File: config.mk
export PLATFORM = sky130hd
export DESIGN_NAME = des_key_schedule_flat
export DESIGN_NICKNAME = d
export VERILOG_FILES = /design/src/design/des_ks_pkg.sv /design/src/design/des_ks_key_if.sv /design/src/design/des_ks_sub_if.sv /design/src/design/des_ks_round.sv /design/src/design/des_key_schedule.sv /design/src/flat_wrapper.sv
export SDC_FILE = /design/constraint.sdc
export NUM_CORES = 1
export LEC_CHECK = 0
export ABC_AREA = 1
export BUFFER_PORTS_ARGS = -buffer_cell sky130_fd_sc_hd__buf_2
export CORE_ASPECT_RATIO = 0.9
export CORE_MARGIN = 2
export CORE_UTILIZATION = 55
export DETAILED_ROUTE_END_ITERATION = 12
export GPL_TIMING_DRIVEN = 0
export PLACE_DENSITY_LB_ADDON = 0.05
export SYNTH_ARGS = -nofsm -noshare
export SYNTH_HDL_FRONTEND = slang
export SYNTH_SLANG_ARGS = --single-unit
export TNS_END_PERCENT = 100
File: constraint.sdc
create_clock -name clk -period 8.5 [get_ports clk]
set_input_delay 1.7 -clock clk [delete_from_list [all_inputs] [get_ports clk]]
set_output_delay 1.7 -clock clk [all_outputs]
set_load 0.01 [all_outputs]
File: src/design/des_ks_pkg.sv
// Package with the DES key schedule tables, types and permutation functions.
`timescale 1ns / 1ps
`default_nettype none

package des_ks_pkg;

    localparam int unsigned KeyBits   = 64;
    localparam int unsigned HalfBits  = 28;
    localparam int unsigned CdBits    = 56;
    localparam int unsigned SubBits   = 48;
    localparam int unsigned Rounds    = 16;
    localparam int unsigned RoundBits = 4;

    localparam logic [RoundBits-1:0] LAST_ROUND = 4'd15;

    typedef logic [KeyBits-1:0]   key_t;
    typedef logic [CdBits-1:0]    cd_t;
    typedef logic [HalfBits-1:0]  half_t;
    typedef logic [SubBits-1:0]   subkey_t;
    typedef logic [RoundBits-1:0] round_t;

    // Result of one round: the rotated C:D value and its subkey.
    typedef struct packed {
        cd_t     cd;
        subkey_t subkey;
    } round_out_t;

    // First permuted choice; table positions count from the most significant key bit.
    localparam int unsigned PC1_TAB [CdBits] = '{
        57, 49, 41, 33, 25, 17,  9,
         1, 58, 50, 42, 34, 26, 18,
        10,  2, 59, 51, 43, 35, 27,
        19, 11,  3, 60, 52, 44, 36,
        63, 55, 47, 39, 31, 23, 15,
         7, 62, 54, 46, 38, 30, 22,
        14,  6, 61, 53, 45, 37, 29,
        21, 13,  5, 28, 20, 12,  4
    };

    // Second permuted choice; table positions count from the most significant bit of C:D.
    localparam int unsigned PC2_TAB [SubBits] = '{
        14, 17, 11, 24,  1,  5,
         3, 28, 15,  6, 21, 10,
        23, 19, 12,  4, 26,  8,
        16,  7, 27, 20, 13,  2,
        41, 52, 31, 37, 47, 55,
        30, 40, 51, 45, 33, 48,
        44, 49, 39, 56, 34, 53,
        46, 42, 50, 36, 29, 32
    };

    // Set where the round rotates both halves by two places, else by one.
    localparam logic ROT_TWO [Rounds] = '{
        1'b0, 1'b0, 1'b1, 1'b1, 1'b1, 1'b1, 1'b1, 1'b1,
        1'b0, 1'b1, 1'b1, 1'b1, 1'b1, 1'b1, 1'b1, 1'b0
    };

    function automatic cd_t pc1(input key_t key);
        cd_t res;
        for (int i = 0; i < CdBits; i++)
        begin
            res[CdBits-1-i] = key[KeyBits-PC1_TAB[i]];
        end
        return res;
    endfunction

    function automatic subkey_t pc2(input cd_t cd);
        subkey_t res;
        for (int i = 0; i < SubBits; i++)
        begin
            res[SubBits-1-i] = cd[CdBits-PC2_TAB[i]];
        end
        return res;
    endfunction

endpackage

`default_nettype wire

File: src/design/des_ks_key_if.sv
// Channel interface that carries one DES key per transaction.
`timescale 1ns / 1ps
`default_nettype none

interface des_ks_key_if;
    logic             valid;
    logic             ready;
    des_ks_pkg::key_t key;

    modport source (output valid, output key, input ready);
    modport sink (input valid, input key, output ready);
endinterface

`default_nettype wire

File: src/design/des_ks_sub_if.sv
// Channel interface that carries one round subkey per transaction.
`timescale 1ns / 1ps
`default_nettype none

interface des_ks_sub_if;
    logic                valid;
    logic                ready;
    des_ks_pkg::subkey_t subkey;
    des_ks_pkg::round_t  round;
    logic                last;

    modport source (output valid, output subkey, output round, output last, input ready);
    modport sink (input valid, input subkey, input round, input last, output ready);
endinterface

`default_nettype wire

File: src/design/des_ks_round.sv
// One key schedule round: rotates both halves and applies the second permuted choice.
`timescale 1ns / 1ps
`default_nettype none

module des_ks_round (
    input  des_ks_pkg::cd_t        cd,
    input  des_ks_pkg::round_t     round,
    output des_ks_pkg::round_out_t result
);

    des_ks_pkg::half_t c_half;
    des_ks_pkg::half_t d_half;
    des_ks_pkg::half_t c_rot;
    des_ks_pkg::half_t d_rot;

    assign c_half = cd[des_ks_pkg::CdBits-1:des_ks_pkg::HalfBits];
    assign d_half = cd[des_ks_pkg::HalfBits-1:0];

    always_comb
    begin
        if (des_ks_pkg::ROT_TWO[round])
        begin
            c_rot = {c_half[des_ks_pkg::HalfBits-3:0], c_half[des_ks_pkg::HalfBits-1 -: 2]};
            d_rot = {d_half[des_ks_pkg::HalfBits-3:0], d_half[des_ks_pkg::HalfBits-1 -: 2]};
        end
        else
        begin
            c_rot = {c_half[des_ks_pkg::HalfBits-2:0], c_half[des_ks_pkg::HalfBits-1]};
            d_rot = {d_half[des_ks_pkg::HalfBits-2:0], d_half[des_ks_pkg::HalfBits-1]};
        end
    end

    assign result.cd     = {c_rot, d_rot};
    assign result.subkey = des_ks_pkg::pc2({c_rot, d_rot});

endmodule

`default_nettype wire

File: src/design/des_key_schedule.sv
// Top level of the DES key schedule: one key in, sixteen round subkeys out.
`timescale 1ns / 1ps
`default_nettype none

// Each key transaction on key_stream yields sixteen subkey transactions on
// subkey_stream, in round order from the first round to the last, with last
// set only on the final round. An accepted key passes through the first
// permuted choice into the C:D state register; from then on one round is
// computed per cycle while subkey_stream is not stalled, by a single rotate
// and second permuted choice stage into the output register. The first
// subkey is computed from the C:D state register and enters the output
// register when the first round after the key's acceptance advances. The
// next key is taken in the same cycle that the final round of the current
// key moves into the output register, so with an always-ready sink the
// block sustains one subkey per cycle. A stall on subkey_stream holds the
// round state and the output register.
// There is no configuration and no state carried from one key to the next.

module des_key_schedule (
    input  wire logic    clk,
    input  wire logic    rst_n,
    des_ks_key_if.sink   key_stream,
    des_ks_sub_if.source subkey_stream
);

    // Round state for the key being expanded.
    des_ks_pkg::cd_t        cd_reg;
    des_ks_pkg::cd_t        cd_next;
    des_ks_pkg::round_t     round_reg;
    des_ks_pkg::round_t     round_next;
    logic                   busy_reg;
    logic                   busy_next;

    // Output register.
    logic                   out_valid_reg;
    logic                   out_valid_next;
    des_ks_pkg::subkey_t    subkey_reg;
    des_ks_pkg::round_t     out_round_reg;
    logic                   last_reg;

    des_ks_pkg::round_out_t round_result;
    logic                   advance;
    logic                   final_round;
    logic                   key_accept;

    des_ks_round u_round (
        .cd     (cd_reg),
        .round  (round_reg),
        .result (round_result)
    );

    // While a key is being expanded, a round moves forward whenever the output register is free or drains.
    assign advance     = busy_reg && (!out_valid_reg || subkey_stream.ready);
    assign final_round = (round_reg == des_ks_pkg::LAST_ROUND);

    assign key_stream.ready = !busy_reg || (advance && final_round);
    assign key_accept       = key_stream.valid && key_stream.ready;

    always_comb
    begin
        cd_next    = cd_reg;
        round_next = round_reg;
        busy_next  = busy_reg;
        if (advance)
        begin
            cd_next    = round_result.cd;
            round_next = round_reg + 1'b1;
            if (final_round)
            begin
                busy_next = 1'b0;
            end
        end
        if (key_accept)
        begin
            cd_next    = des_ks_pkg::pc1(key_stream.key);
            round_next = '0;
            busy_next  = 1'b1;
        end
    end

    always_comb
    begin
        if (advance)
        begin
            out_valid_next = 1'b1;
        end
        else if (subkey_stream.ready)
        begin
            out_valid_next = 1'b0;
        end
        else
        begin
            out_valid_next = out_valid_reg;
        end
    end

    always_ff @(posedge clk or negedge rst_n)
    begin
        if (!rst_n)
        begin
            busy_reg      <= 1'b0;
            out_valid_reg <= 1'b0;
            round_reg     <= '0;
        end
        else
        begin
            busy_reg      <= busy_next;
            out_valid_reg <= out_valid_next;
            round_reg     <= round_next;
        end
    end

    // Payload registers carry no reset.
    always_ff @(posedge clk)
    begin
        cd_reg <= cd_next;
        if (advance)
        begin
            subkey_reg    <= round_result.subkey;
            out_round_reg <= round_reg;
            last_reg      <= final_round;
        end
    end

    assign subkey_stream.valid  = out_valid_reg;
    assign subkey_stream.subkey = subkey_reg;
    assign subkey_stream.round  = out_round_reg;
    assign subkey_stream.last   = last_reg;

endmodule

`default_nettype wire

File: src/flat_wrapper.sv
// flat-port wrapper written by rule: the top's interface ports become plain ports
module des_key_schedule_flat 
  (clk, rst_n, key_stream_valid, key_stream_key, key_stream_ready, subkey_stream_valid, subkey_stream_subkey, subkey_stream_round, subkey_stream_last, subkey_stream_ready);
  des_ks_key_if key_stream_i ();
  des_ks_sub_if subkey_stream_i ();
  input  wire logic clk;
  input  wire logic rst_n;
  input wire logic [$bits(key_stream_i.valid)-1:0] key_stream_valid;
  input wire logic [$bits(key_stream_i.key)-1:0] key_stream_key;
  output wire logic [$bits(key_stream_i.ready)-1:0] key_stream_ready;
  output wire logic [$bits(subkey_stream_i.valid)-1:0] subkey_stream_valid;
  output wire logic [$bits(subkey_stream_i.subkey)-1:0] subkey_stream_subkey;
  output wire logic [$bits(subkey_stream_i.round)-1:0] subkey_stream_round;
  output wire logic [$bits(subkey_stream_i.last)-1:0] subkey_stream_last;
  input wire logic [$bits(subkey_stream_i.ready)-1:0] subkey_stream_ready;
  assign key_stream_i.valid = key_stream_valid;
  assign key_stream_i.key = key_stream_key;
  assign key_stream_ready = key_stream_i.ready;
  assign subkey_stream_valid = subkey_stream_i.valid;
  assign subkey_stream_subkey = subkey_stream_i.subkey;
  assign subkey_stream_round = subkey_stream_i.round;
  assign subkey_stream_last = subkey_stream_i.last;
  assign subkey_stream_i.ready = subkey_stream_ready;
  des_key_schedule u_core (.clk(clk), .rst_n(rst_n), .key_stream(key_stream_i), .subkey_stream(subkey_stream_i));
endmodule
==> metrics.md, run 1 <==
| Metric | Value |
|---|---|
| Status | `finished clean` |
| Num ports | `123` |
| Net Count, Synth | `647` |
| Share of cells above drive strength 1 | `25.55%` |
| WS Path Type | `in2out` |
| Synth Register Bits | `115` |
| Rel. slew slack | `49.65%` |
| Die X-Extent | `110.7 um` |
| Mapped cell area | `5634 sq um` |
| Max Clk Rate | `255.4 MHz` |
| CTS root buffer | `clkbuf_16` |
| Routed wl met2 | `6608 um` |
| Clock transition at the registers of the reported paths | `0.05 ns` |
| Met3 wire length | `853 um` |
| Clock buffer depth | `2` |
| Ant. Diodes | `0` |
| DP Cell Count | `822` |
| Hold_buf cts | `0` |
| Post-CTS Setup Inserts | `0` |
| CP endpoint kind | `output port` |
| Worst-skew pair later-pin latency | `0.41 ns` |
| Setup violators final | `0` |
| CP max stage cell | `buf_2` |
| RSZ-0062 raised after global routing | `false` |
| Count of different cell masters after synthesis | `21` |
| Die area | `11,070 sq um` |
| Crit path cell chain | `buf_2, inv_1, nand2_1, nand2_1, nand2_2, buf_2` |
| First-pass GRT wire length | `21,300 um` |
| First-pass DRT Iterations | `6` |
| Syn Inst Count | `577` |
| CTS tree | `done` |
| PD cells | `483.2 nW/um^2` |
| Largest family of logic cells by synthesized area | `simple AND/OR/NAND/NOR gates` |
| Hold_ws | `0.5368 ns` |
| Worst-Margin Slew | `0.7526 ns` |
| Crit path time final | `3.915 ns` |
| Post-synthesis mux area share | `0%` |
| Grt total ovfl | `0` |
| Leakage Power | `0.003240 uW` |
| Detailed Route Iter0 Violations | `334` |
| Via-to-Cell Ratio | `5.392` |
| Mapped Avg Cell Area | `9.765 sq um` |
| Critical Path AT | `2.21 ns` |
| Largest net degree at the start of global routing | `40` |
| Slew Viols, Final | `0` |
| Maxcap violations | `0` |
| WL final | `13,310 um` |
| TritonCTS Buffers | `17` |
| DP Wirelength | `8582 um` |
| RePlAce Congestion | `0.7795` |
| Core area | `10,120 sq um` |
| Remaining DRCs | `0` |
| H-tree depth | `4` |
| Peak supply drop | `0.2176 mV` |
| Number of global-route vias before repair | `4,464` |
| Synth Area in Simple Gates | `30.51%` |
| Routed Antenna Nets | `0` |
| Average wire per standard cell | `15.60 um` |
| Max layer used | `met4` |
| Die height | `100.0 um` |
| Initial antenna violation count | `0` |
| Critical path launch point type | `input port` |
| Sequential share of the synthesized area | `60.76%` |
| Max reg flops | `56` |
| Final net count | `782` |
| Fraction of the mapped netlist area in adder cells | `0.4441%` |
| Data required, critical path | `6.80 ns` |
| Final Cycle Share | `46.06%` |
| Filler Cell Count | `799` |
| Initial Util | `55.70%` |
| Fin Setup TNS | `0 ns` |
| P&R area growth vs syn | `25.07%` |
| Metal-1 WL | `5676 um` |
| Port bufs | `114` |
| Finished Layout Cells | `853` |
| Vias | `4,599` |
| Post-cts repair resize count | `0` |
| All-Layer GR Usage | `24.58%` |
| Compound-Gate Fraction of Synth Area | `0.2887%` |
| Post-synthesis xor/xnor area fraction | `0%` |
| Critical Path Max Stage Delay | `0.14 ns` |
| Critical Path Fanout Max | `3` |
| Worst hold path class | `reg2reg` |
| Final Total Pwr | `3405 uW` |
| Ys Warns | `0` |
| Layout Skew | `0.01555 ns` |
| Final hold violation count | `0` |
| Clock sink total | `115` |
| Std-Cell Rows | `35` |
| Crit-path leading delay family | `buffers and inverters` |
| WP buf/inv | `3` |
-- synth_stat cells --
library cell	n	area, sq um
nand3_1	60	300.3
nor2_4	1	11.26
ha_1	2	25.02
dfrtp_1	6	150.1
nand4_1	57	356.6
buf_4	6	45.04
buf_12	1	20.02
and2_1	48	300.3
clkbuf_1	10	37.54
nor2_1	4	15.01
nand2_1	173	649.4
a31oi_1	1	6.260
nand2_2	12	75.07
edfxtp_1	109	3273
buf_1	3	11.26
o21ai_0	2	10.01
buf_2	14	70.07
nand2_4	1	11.26
inv_1	64	240.2
buf_6	2	22.52
inv_2	1	3.750
-- routing by layer --
| metal | up-vias | GRT usage (%) |
|---|---|---|
| li1 | 2217 | - |
| met5 | - | 0 |
| met3 | 17 | 6.039 |
| met2 | 192 | 41.95 |
| met4 | 0 | 8.558 |
| met1 | 2173 | 31.11 |
-- power breakdown --
part	internal (uW)	switching (uW)
registers	1120	87.6
clock network	517	251
logic	526	900
total	2170	1240
-- logic make-up after synthesis --
logic type,count (synthesis)
buffers and inverters,101
DFF,115
AOI/OAI and AO/OA,3
adders and majority gates,2
and+or+nand+nor,356
-- final timing paths --
| path | start | endpoint | slack [ns] | cells past startpoint |
|---|---|---|---|---|
| max | subkey_stream_ready | key_stream_ready | 4.59 | 6 |
| min | u_core.subkey_stream.valid$_DFFE_PN0P_ | u_core.subkey_stream.valid$_DFFE_PN0P_ | 0.54 | 2 |
| max reg2reg | u_core.round_reg[0]$_DFFE_PN0P_ | u_core.cd_reg[53]$_DFFE_PP_ | 5.69 | 9 |
| min reg2reg | u_core.subkey_stream.valid$_DFFE_PN0P_ | u_core.subkey_stream.valid$_DFFE_PN0P_ | 0.54 | 2 |
| max in group asynchronous | rst_n | u_core.round_reg[2]$_DFFE_PN0P_ | 7.23 | 1 |
| min in group asynchronous | rst_n | u_core.subkey_stream.valid$_DFFE_PN0P_ | 1.12 | 1 |
-- cell type report --
type | count | area (sq um) | area share [%]
repair buffers | 116 | 610.6 | 8.665
plain buffers | 36 | 206.4 | 2.930
multi-input cells | 361 | 1763 | 25.02
well taps | 129 | 161.4 | 2.290
flip-flops and latches | 115 | 3423 | 48.58
clock inverters | 14 | 212.7 | 3.018
inverters | 65 | 244.0 | 3.462
clock buffers | 17 | 425.4 | 6.037
-- metrics by stage --
| step | area [sq um] | utilization, % | worst slack, ns |
|---|---|---|---|
| floorplan | 5634 | - | 4.539 |
| detailed placement | 6409 | 63.35 | 4.583 |
| global placement | 6366 | 62.93 | 3.490 |
| global route | 7047 | 69.66 | 4.531 |
| CTS | 7047 | 69.66 | 4.583 |
| finish | 7047 | 69.66 | 4.585 |
-- worst register-to-register path: stages (launching register included) --
cell and delay (ns):
dfrtp_1 0.44, ha_1 0.27, inv_1 0.12, nor2_4 0.05
nand2_1 0.06, nand2_2 0.07, nand2_4 0.14, clkbuf_1 0.43
nand2_2 0.58, buf_12 0.39
-- placed cells by master, fill, tap and decap left out, types with 6 or more instances in the layout --
master and count:
inv_1 63, nand3_1 60, and2_1 48, nand2_1 172
dfrtp_1 6, clkbuf_16 17, buf_2 128, nand4_1 57
buf_4 6, clkbuf_1 10, nand2_2 13, edfxtp_1 109
(Power assumes the default switching activity.)
==> inputs of run 2 (changes only) <==
ABC_AREA = 0   (was 1)
clock period = 3.8 ns   (was 8.5 ns; I/O delays follow)
==> run 2 against run 1 <==
  * Sequential power grew 140%
  * Worst setup slack lost 3.6 ns
  * Non-clock buffer count grew 7
  * Sequential share of layout area shrank 1.8 points
  * Highest routed layer unchanged
  * Critical path type is now reg2reg
  * Largest cell class unchanged
==> metrics.md, run 2 <==
| Metric | Value |
|---|---|
| CTS root buffer | `clkbuf_16` |
| Routed Antenna Nets | `0` |
| Clock transition at the registers of the reported paths | `0.05 ns` |
| Initial antenna violation count | `0` |
| WS Path Type | `reg2reg` |
| Grt total ovfl | `0` |
| H-tree depth | `4` |
| Top FF cell, synth | `edfxtp_1` |
| Sequential share of the synthesized area | `56.91%` |
| DP Cell Count | `716` |
| Average wire per standard cell | `18.94 um` |
| Placed Area | `6795 sq um` |
| Initial Util | `55.88%` |
| Final hold violation count | `0` |
| PD cells | `1057 nW/um^2` |
| Clock sink total | `115` |
| Final core occ | `68.03%` |
| CTS tree | `done` |
| Worst setup path start | `u_core.round_reg[1]$_DFFE_PN0P_` |
| Synth Area in Simple Gates | `10.73%` |
| Compound-Gate Fraction of Synth Area | `7.238%` |
| Mapped Avg Cell Area | `12.88 sq um` |
| Leakage Power | `0.002789 uW` |
| Hold_ws | `0.1615 ns` |
| Layout Skew | `0.005258 ns` |
| Critical Path Fanout Max | `32` |
| RSZ-0062 raised after global routing | `false` |
| Remaining DRCs | `0` |
| Synth area leader | `edfxtp_1` |
| DP Wirelength | `9611 um` |
| Count of different cell masters after synthesis | `23` |
| Most common cell after layout, fill and taps aside | `buf_2` |
| Crit path time final | `2.782 ns` |
| Final net count | `672` |
| Post-cts repair resize count | `0` |
| Vias | `4,554` |
| Die X-Extent | `114.2 um` |
| First-pass DRT Iterations | `5` |
| WL final | `14,170 um` |
| Data required, critical path | `3.96 ns` |
| Hold_buf cts | `0` |
| Fin Setup TNS | `0 ns` |
| Critical Path AT | `2.94 ns` |
| Num ports | `123` |
| Post-synthesis mux area share | `20.15%` |
| Most frequent cells in the layout | `buf_2 (120), nand3_1 (115), edfxtp_1 (109)` |
| Status | `finished clean` |
| Post-synth top cells | `nand3_1 (115), edfxtp_1 (109), mux2_2 (57), mux2i_1 (57), o211ai_1 (56)` |
| Finished Layout Cells | `748` |
| Fraction of the mapped netlist area in adder cells | `0.4160%` |
| RePlAce Congestion | `0.7903` |
| Peak supply drop | `0.4841 mV` |
| Net Count, Synth | `537` |
| Largest family of logic cells by synthesized area | `multiplexers` |
| Design area | `7323 sq um` |
| Core area | `10,770 sq um` |
| Post-synthesis xor/xnor area fraction | `0.4368%` |
| Reg-to-Reg Start | `u_core.round_reg[1]$_DFFE_PN0P_` |
| First-pass GRT wire length | `21,960 um` |
| Most common cell in the netlist | `nand3_1` |
| Worst-skew pair later-pin latency | `0.41 ns` |
| Rel. slew slack | `43.23%` |
| Ant. Diodes | `0` |
| Via-to-Cell Ratio | `6.088` |
| TritonCTS Buffers | `17` |
| Largest net degree at the start of global routing | `39` |
| Final Cycle Share | `73.22%` |
| Share of flip-flops with an asynchronous set or reset | `5.217%` |
| Worst-Margin Slew | `0.8485 ns` |
| P&R area growth vs syn | `21.73%` |
| Syn Inst Count | `467` |
| Die height | `103.2 um` |
| Synth top area share | `54.41%` |
| Share of cells above drive strength 1 | `36.26%` |
| Setup violators final | `0` |
| Clock buffer depth | `2` |
| Largest cells by area after synthesis | `edfxtp_1 (54%), mux2_2 (11%), nand3_1 (9.6%)` |
| Number of synthesized flops with an enable pin | `109` |
| Number of global-route vias before repair | `4,345` |
| Slew Viols, Final | `0` |
| Post-CTS Setup Inserts | `0` |
| Detailed Route Iter0 Violations | `354` |
| Std-Cell Rows | `36` |
| Critical path launch point type | `register` |
| Ys Warns | `0` |
| Mapped cell area | `6016 sq um` |
| Max Clk Rate | `359.4 MHz` |
| Synth Register Bits | `115` |
| Die area | `11,790 sq um` |
| All-Layer GR Usage | `24.86%` |
| Max reg flops | `56` |
| Port bufs | `114` |
| Worst hold path class | `in2async` |
| Maxcap violations | `0` |
| CP endpoint kind | `register` |
==> run 2: changes by cell type in the layout (fill, tap and decap cells not counted), sizes merged, moves of 3 or more <==
cell / change
mux2i: +57
nand2b: +3
and2: -47
nand3: +55
inv: -62
bufinv: -5
nand2: -182
o211ai: +56
mux2: +57
clkbuf: +15
nand4: -57
==> run 2: kinds of logic (layout without fill, tap and decap cells) <==
kind of cell    after synthesis  count (layout)
simple gates                129             129
flops                       115             115
mux                         114             114
compound gates               58              58
buf+inv                      46             194
xor+xnor                      3               3
fa+ha+maj                     2               2
==> run 2: stage by stage <==
step                      worst slack [ns]  total power (uW)
after floorplan                     0.6629              5241
after global placement             -0.2853              6126
after detailed placement            0.7872              6254
after CTS                            1.023              7724
after global routing                0.8968              8196
final                                1.018              7738
==> run 2: worst paths after layout <==
check	end	slack, ns	cells past startpoint
setup reg to reg	u_core.cd_reg[28]$_DFFE_PP_	1.02	8
min in group clk	u_core.subkey_stream.round[3]$_DFFE_PP_	0.44	0
max in group asynchronous	u_core.busy_reg$_DFFE_PN0P_	3.49	1
hold reg to reg	u_core.subkey_stream.round[3]$_DFFE_PP_	0.44	0
setup / recovery	u_core.cd_reg[28]$_DFFE_PP_	1.02	8
hold / removal	u_core.round_reg[3]$_DFFE_PN0P_	0.16	1
==> run 2: layout make-up <==
cell class	instances	area, sq um
fillers	775	3442
clock buffers	26	499.2
well taps	133	166.4
flip-flops and latches	115	3423
clock inverters	6	28.78
inverters	3	11.26
multi-input cells	306	2347
plain buffers	43	236.5
repair buffers	116	610.6
==> run 2: where the power goes <==
| group | internal [uW] | switching (uW) |
|---|---|---|
| sequential | 2430 | 450 |
| clock | 893 | 537 |
| combinational | 1530 | 1900 |
==> run 2: worst max-delay path: stages, from the launching register on <==
cell and delay, ns:
dfrtp_1 0.43, ha_1 0.25, and3_1 0.21, a21bo_2 0.25
nand2_2 0.12, buf_6 0.17, buf_6 0.17, nand2_2 0.50
buf_12 0.39
==> run 2: metal layers <==
metal | GRT usage [%] | vias to the layer above | part of all wire, %
met3 | 5.478 | 27 | 5.3
met2 | 38.92 | 168 | 46
met4 | 10.69 | 0 | 2.0
met5 | 0 | - | 0
met1 | 33.98 | 2252 | 46
li1 | - | 2107 | -
==> inputs of run 3 (changes only) <==
clock period = 2.77 ns   (was 3.8 ns; I/O delays follow)
==> run 3 against run 2 <==
  * Sequential power increased by 36%
  * Sequential cell count unchanged
  * Worst setup slack got worse by 0.76 ns
  * Worst hold slack improved by 0.20 ns
  * Final cell count decreased by 0.40%
  * Total power increased by 36%
  * Count of clock-buffer cells in the layout decreased by 7
  * Sequential share of layout area increased by 0.19 points
  * Register-to-register slack got worse by 0.76 ns
  * First-iteration DRC count increased by 13%
  * Maximum frequency increased by 11%
==> metrics.md, run 3 (synthesis results as in run 2) <==
| Metric | Value |
|---|---|
| Hold EP | `u_core.busy_reg$_DFFE_PN0P_` |
| Rel. slew slack | `46.03%` |
| Initial antenna violation count | `0` |
| CP max stage cell | `nand2_4` |
| Worst-Margin Slew | `0.8096 ns` |
| Fin Setup TNS | `0 ns` |
| Reg-to-Reg Start | `u_core.round_reg[1]$_DFFE_PN0P_` |
| Worst hold path class | `in2reg` |
| Max layer used | `met4` |
| Share of cells above drive strength 1 | `35.78%` |
| Die X-Extent | `114.2 um` |
| Remaining DRCs | `0` |
| Clock buffer depth | `2` |
| Most used cell, CP | `buf_6` |
| Vias | `4,482` |
| Clock transition at the registers of the reported paths | `0.05 ns` |
| Hold path cells | `2` |
| RSZ-0062 raised after global routing | `false` |
| Maxcap violations | `0` |
| Crit-path leading delay family | `simple AND/OR/NAND/NOR gates` |
| Finished Layout Cells | `745` |
| WL final | `14,050 um` |
| Routed wl met2 | `6614 um` |
| Status | `finished clean` |
| RR Endpoint | `u_core.cd_reg[34]$_DFFE_PP_` |
| Critical Path AT | `2.49 ns` |
| H-tree depth | `4` |
| Max reg flops | `56` |
| Crit path cell chain | `ha_1, and3_1, a21bo_2, nand2_2, buf_6, buf_6, nand2_4` |
| Initial Util | `55.88%` |
| Layout Skew | `0.009896 ns` |
| WS Path Type | `reg2reg` |
| Average wire per standard cell | `18.85 um` |
| Filler Cell Count | `786` |
| Final hold violation count | `0` |
| Slew Viols, Final | `0` |
| Data required, critical path | `2.75 ns` |
| DP Cell Count | `715` |
| Setup violators final | `0` |
| Critical Path Fanout Max | `56` |
| Largest net degree at the start of global routing | `57` |
| RePlAce Congestion | `0.8177` |
| Most frequent cells in the layout | `buf_2 (120), nand3_1 (115), edfxtp_1 (109)` |
| CTS root buffer | `clkbuf_16` |
| Core area | `10,770 sq um` |
| Die height | `103.2 um` |
| DP Wirelength | `9551 um` |
| Number of global-route vias before repair | `4,304` |
| CTS tree | `done` |
| PD cells | `1446 nW/um^2` |
| P&R area growth vs syn | `21.24%` |
| Final Cycle Share | `90.53%` |
| Detailed Route Iter0 Violations | `399` |
| Clock sink total | `115` |
| Num ports | `123` |
| Via-to-Cell Ratio | `6.016` |
| Leakage Power | `0.002771 uW` |
| First-pass DRT Iterations | `5` |
| Met3 wire length | `952 um` |
| Peak supply drop | `0.7314 mV` |
| Post-CTS Setup Inserts | `0` |
| Reg2Reg Depth | `7` |
| Critical Path Max Stage Delay | `0.45 ns` |
| Final net count | `672` |
| Most common cell after layout, fill and taps aside | `buf_2` |
| Metal-1 WL | `6328 um` |
| Port bufs | `114` |
| Grt total ovfl | `0` |
| Flop2flop setup slack | `0.26 ns` |
| Std-Cell Rows | `36` |
| First-pass GRT wire length | `22,060 um` |
| Max Clk Rate | `398.8 MHz` |
| CP endpoint kind | `register` |
| All-Layer GR Usage | `25.03%` |
| Die area | `11,790 sq um` |
| WP buf/inv | `2` |
| Ant. Diodes | `0` |
| Crit path time final | `2.508 ns` |
| Worst-skew pair later-pin latency | `0.42 ns` |
| TritonCTS Buffers | `17` |
| Critical path launch point type | `register` |
| Routed Antenna Nets | `0` |
| HP Start | `key_stream_valid` |
==> run 3: how the worst max path moves through the flow <==
stage | endpoint | depth (start not counted) | slack [ns] | startpoint
2_1_floorplan | u_core.cd_reg[0]$_DFFE_PP_ | 7 | 0.35 | u_core.round_reg[1]$_DFFE_PN0P_
3_3_place_gp | u_core.subkey_stream.subkey[2]$_DFFE_PP_ | 4 | -0.24 | subkey_stream_ready
3_5_place_dp | u_core.cd_reg[30]$_DFFE_PP_ | 7 | -0.30 | subkey_stream_ready
4_1_cts | u_core.cd_reg[14]$_DFFE_PP_ | 7 | 0.25 | u_core.round_reg[1]$_DFFE_PN0P_
5_1_grt | u_core.cd_reg[31]$_DFFE_PP_ | 7 | 0.12 | u_core.round_reg[0]$_DFFE_PN0P_
6_report | u_core.cd_reg[34]$_DFFE_PP_ | 7 | 0.26 | u_core.round_reg[1]$_DFFE_PN0P_
==> run 3: layer usage <==
metal  track usage, %  vias up
li1                 -     2107
met5                0        -
met3            6.818       12
met4            9.850        0
met2            38.37      175
met1            34.43     2188
==> run 3: timing repair <==
action	4_1_cts	5_1_grt
hold endpoints to repair	6	0
hold buffers	1	0
gates resized for setup	1	0
endpoints found under the setup margin	56	0
==> run 3: metrics by stage <==
step	setup WS (ns)	cell area (sq um)	hold slack, ns	utilization, %	total power [uW]
6_report	0.2624	7293	0.3661	67.75	10540
2_1_floorplan	0.3513	6018	0.2584	-	7188
3_3_place_gp	-0.2383	6755	0.3825	62.75	8399
5_1_grt	0.1219	7293	0.3573	67.75	11210
4_1_cts	0.2468	7293	0.3494	67.75	10550
3_5_place_dp	-0.2959	6775	0.3870	62.94	8592
==> run 3: worst reg2reg max path, delay by kind of cell (launching register included) <==
family,cells,cell delay (ns)
fa+ha+maj,1,0.24
buf+inv,2,0.36
flops,1,0.43
compound gates,1,0.25
simple gates,3,0.78
==> run 3: power by group <==
part | switching [uW] | leakage (uW) | total [uW] | internal (uW)
clock network | 718 | 0.000252 | 1910 | 1190
logic | 2610 | 0.00137 | 4700 | 2100
registers | 600 | 0.00115 | 3930 | 3330
total | 3920 | 0.00277 | 10500 | 6620
==> run 3: area by class of cell <==
| type | instances | area, sq um | share of cell area [%] |
|---|---|---|---|
| plain buffers | 43 | 236.5 | 3.242 |
| clock buffers | 19 | 432.9 | 5.936 |
| flip-flops and latches | 115 | 3423 | 46.94 |
| repair buffers | 116 | 600.6 | 8.235 |
| inverters | 3 | 11.26 | 0.1544 |
| well taps | 133 | 166.4 | 2.282 |
| clock inverters | 10 | 70.07 | 0.9607 |
| multi-input cells | 306 | 2352 | 32.25 |
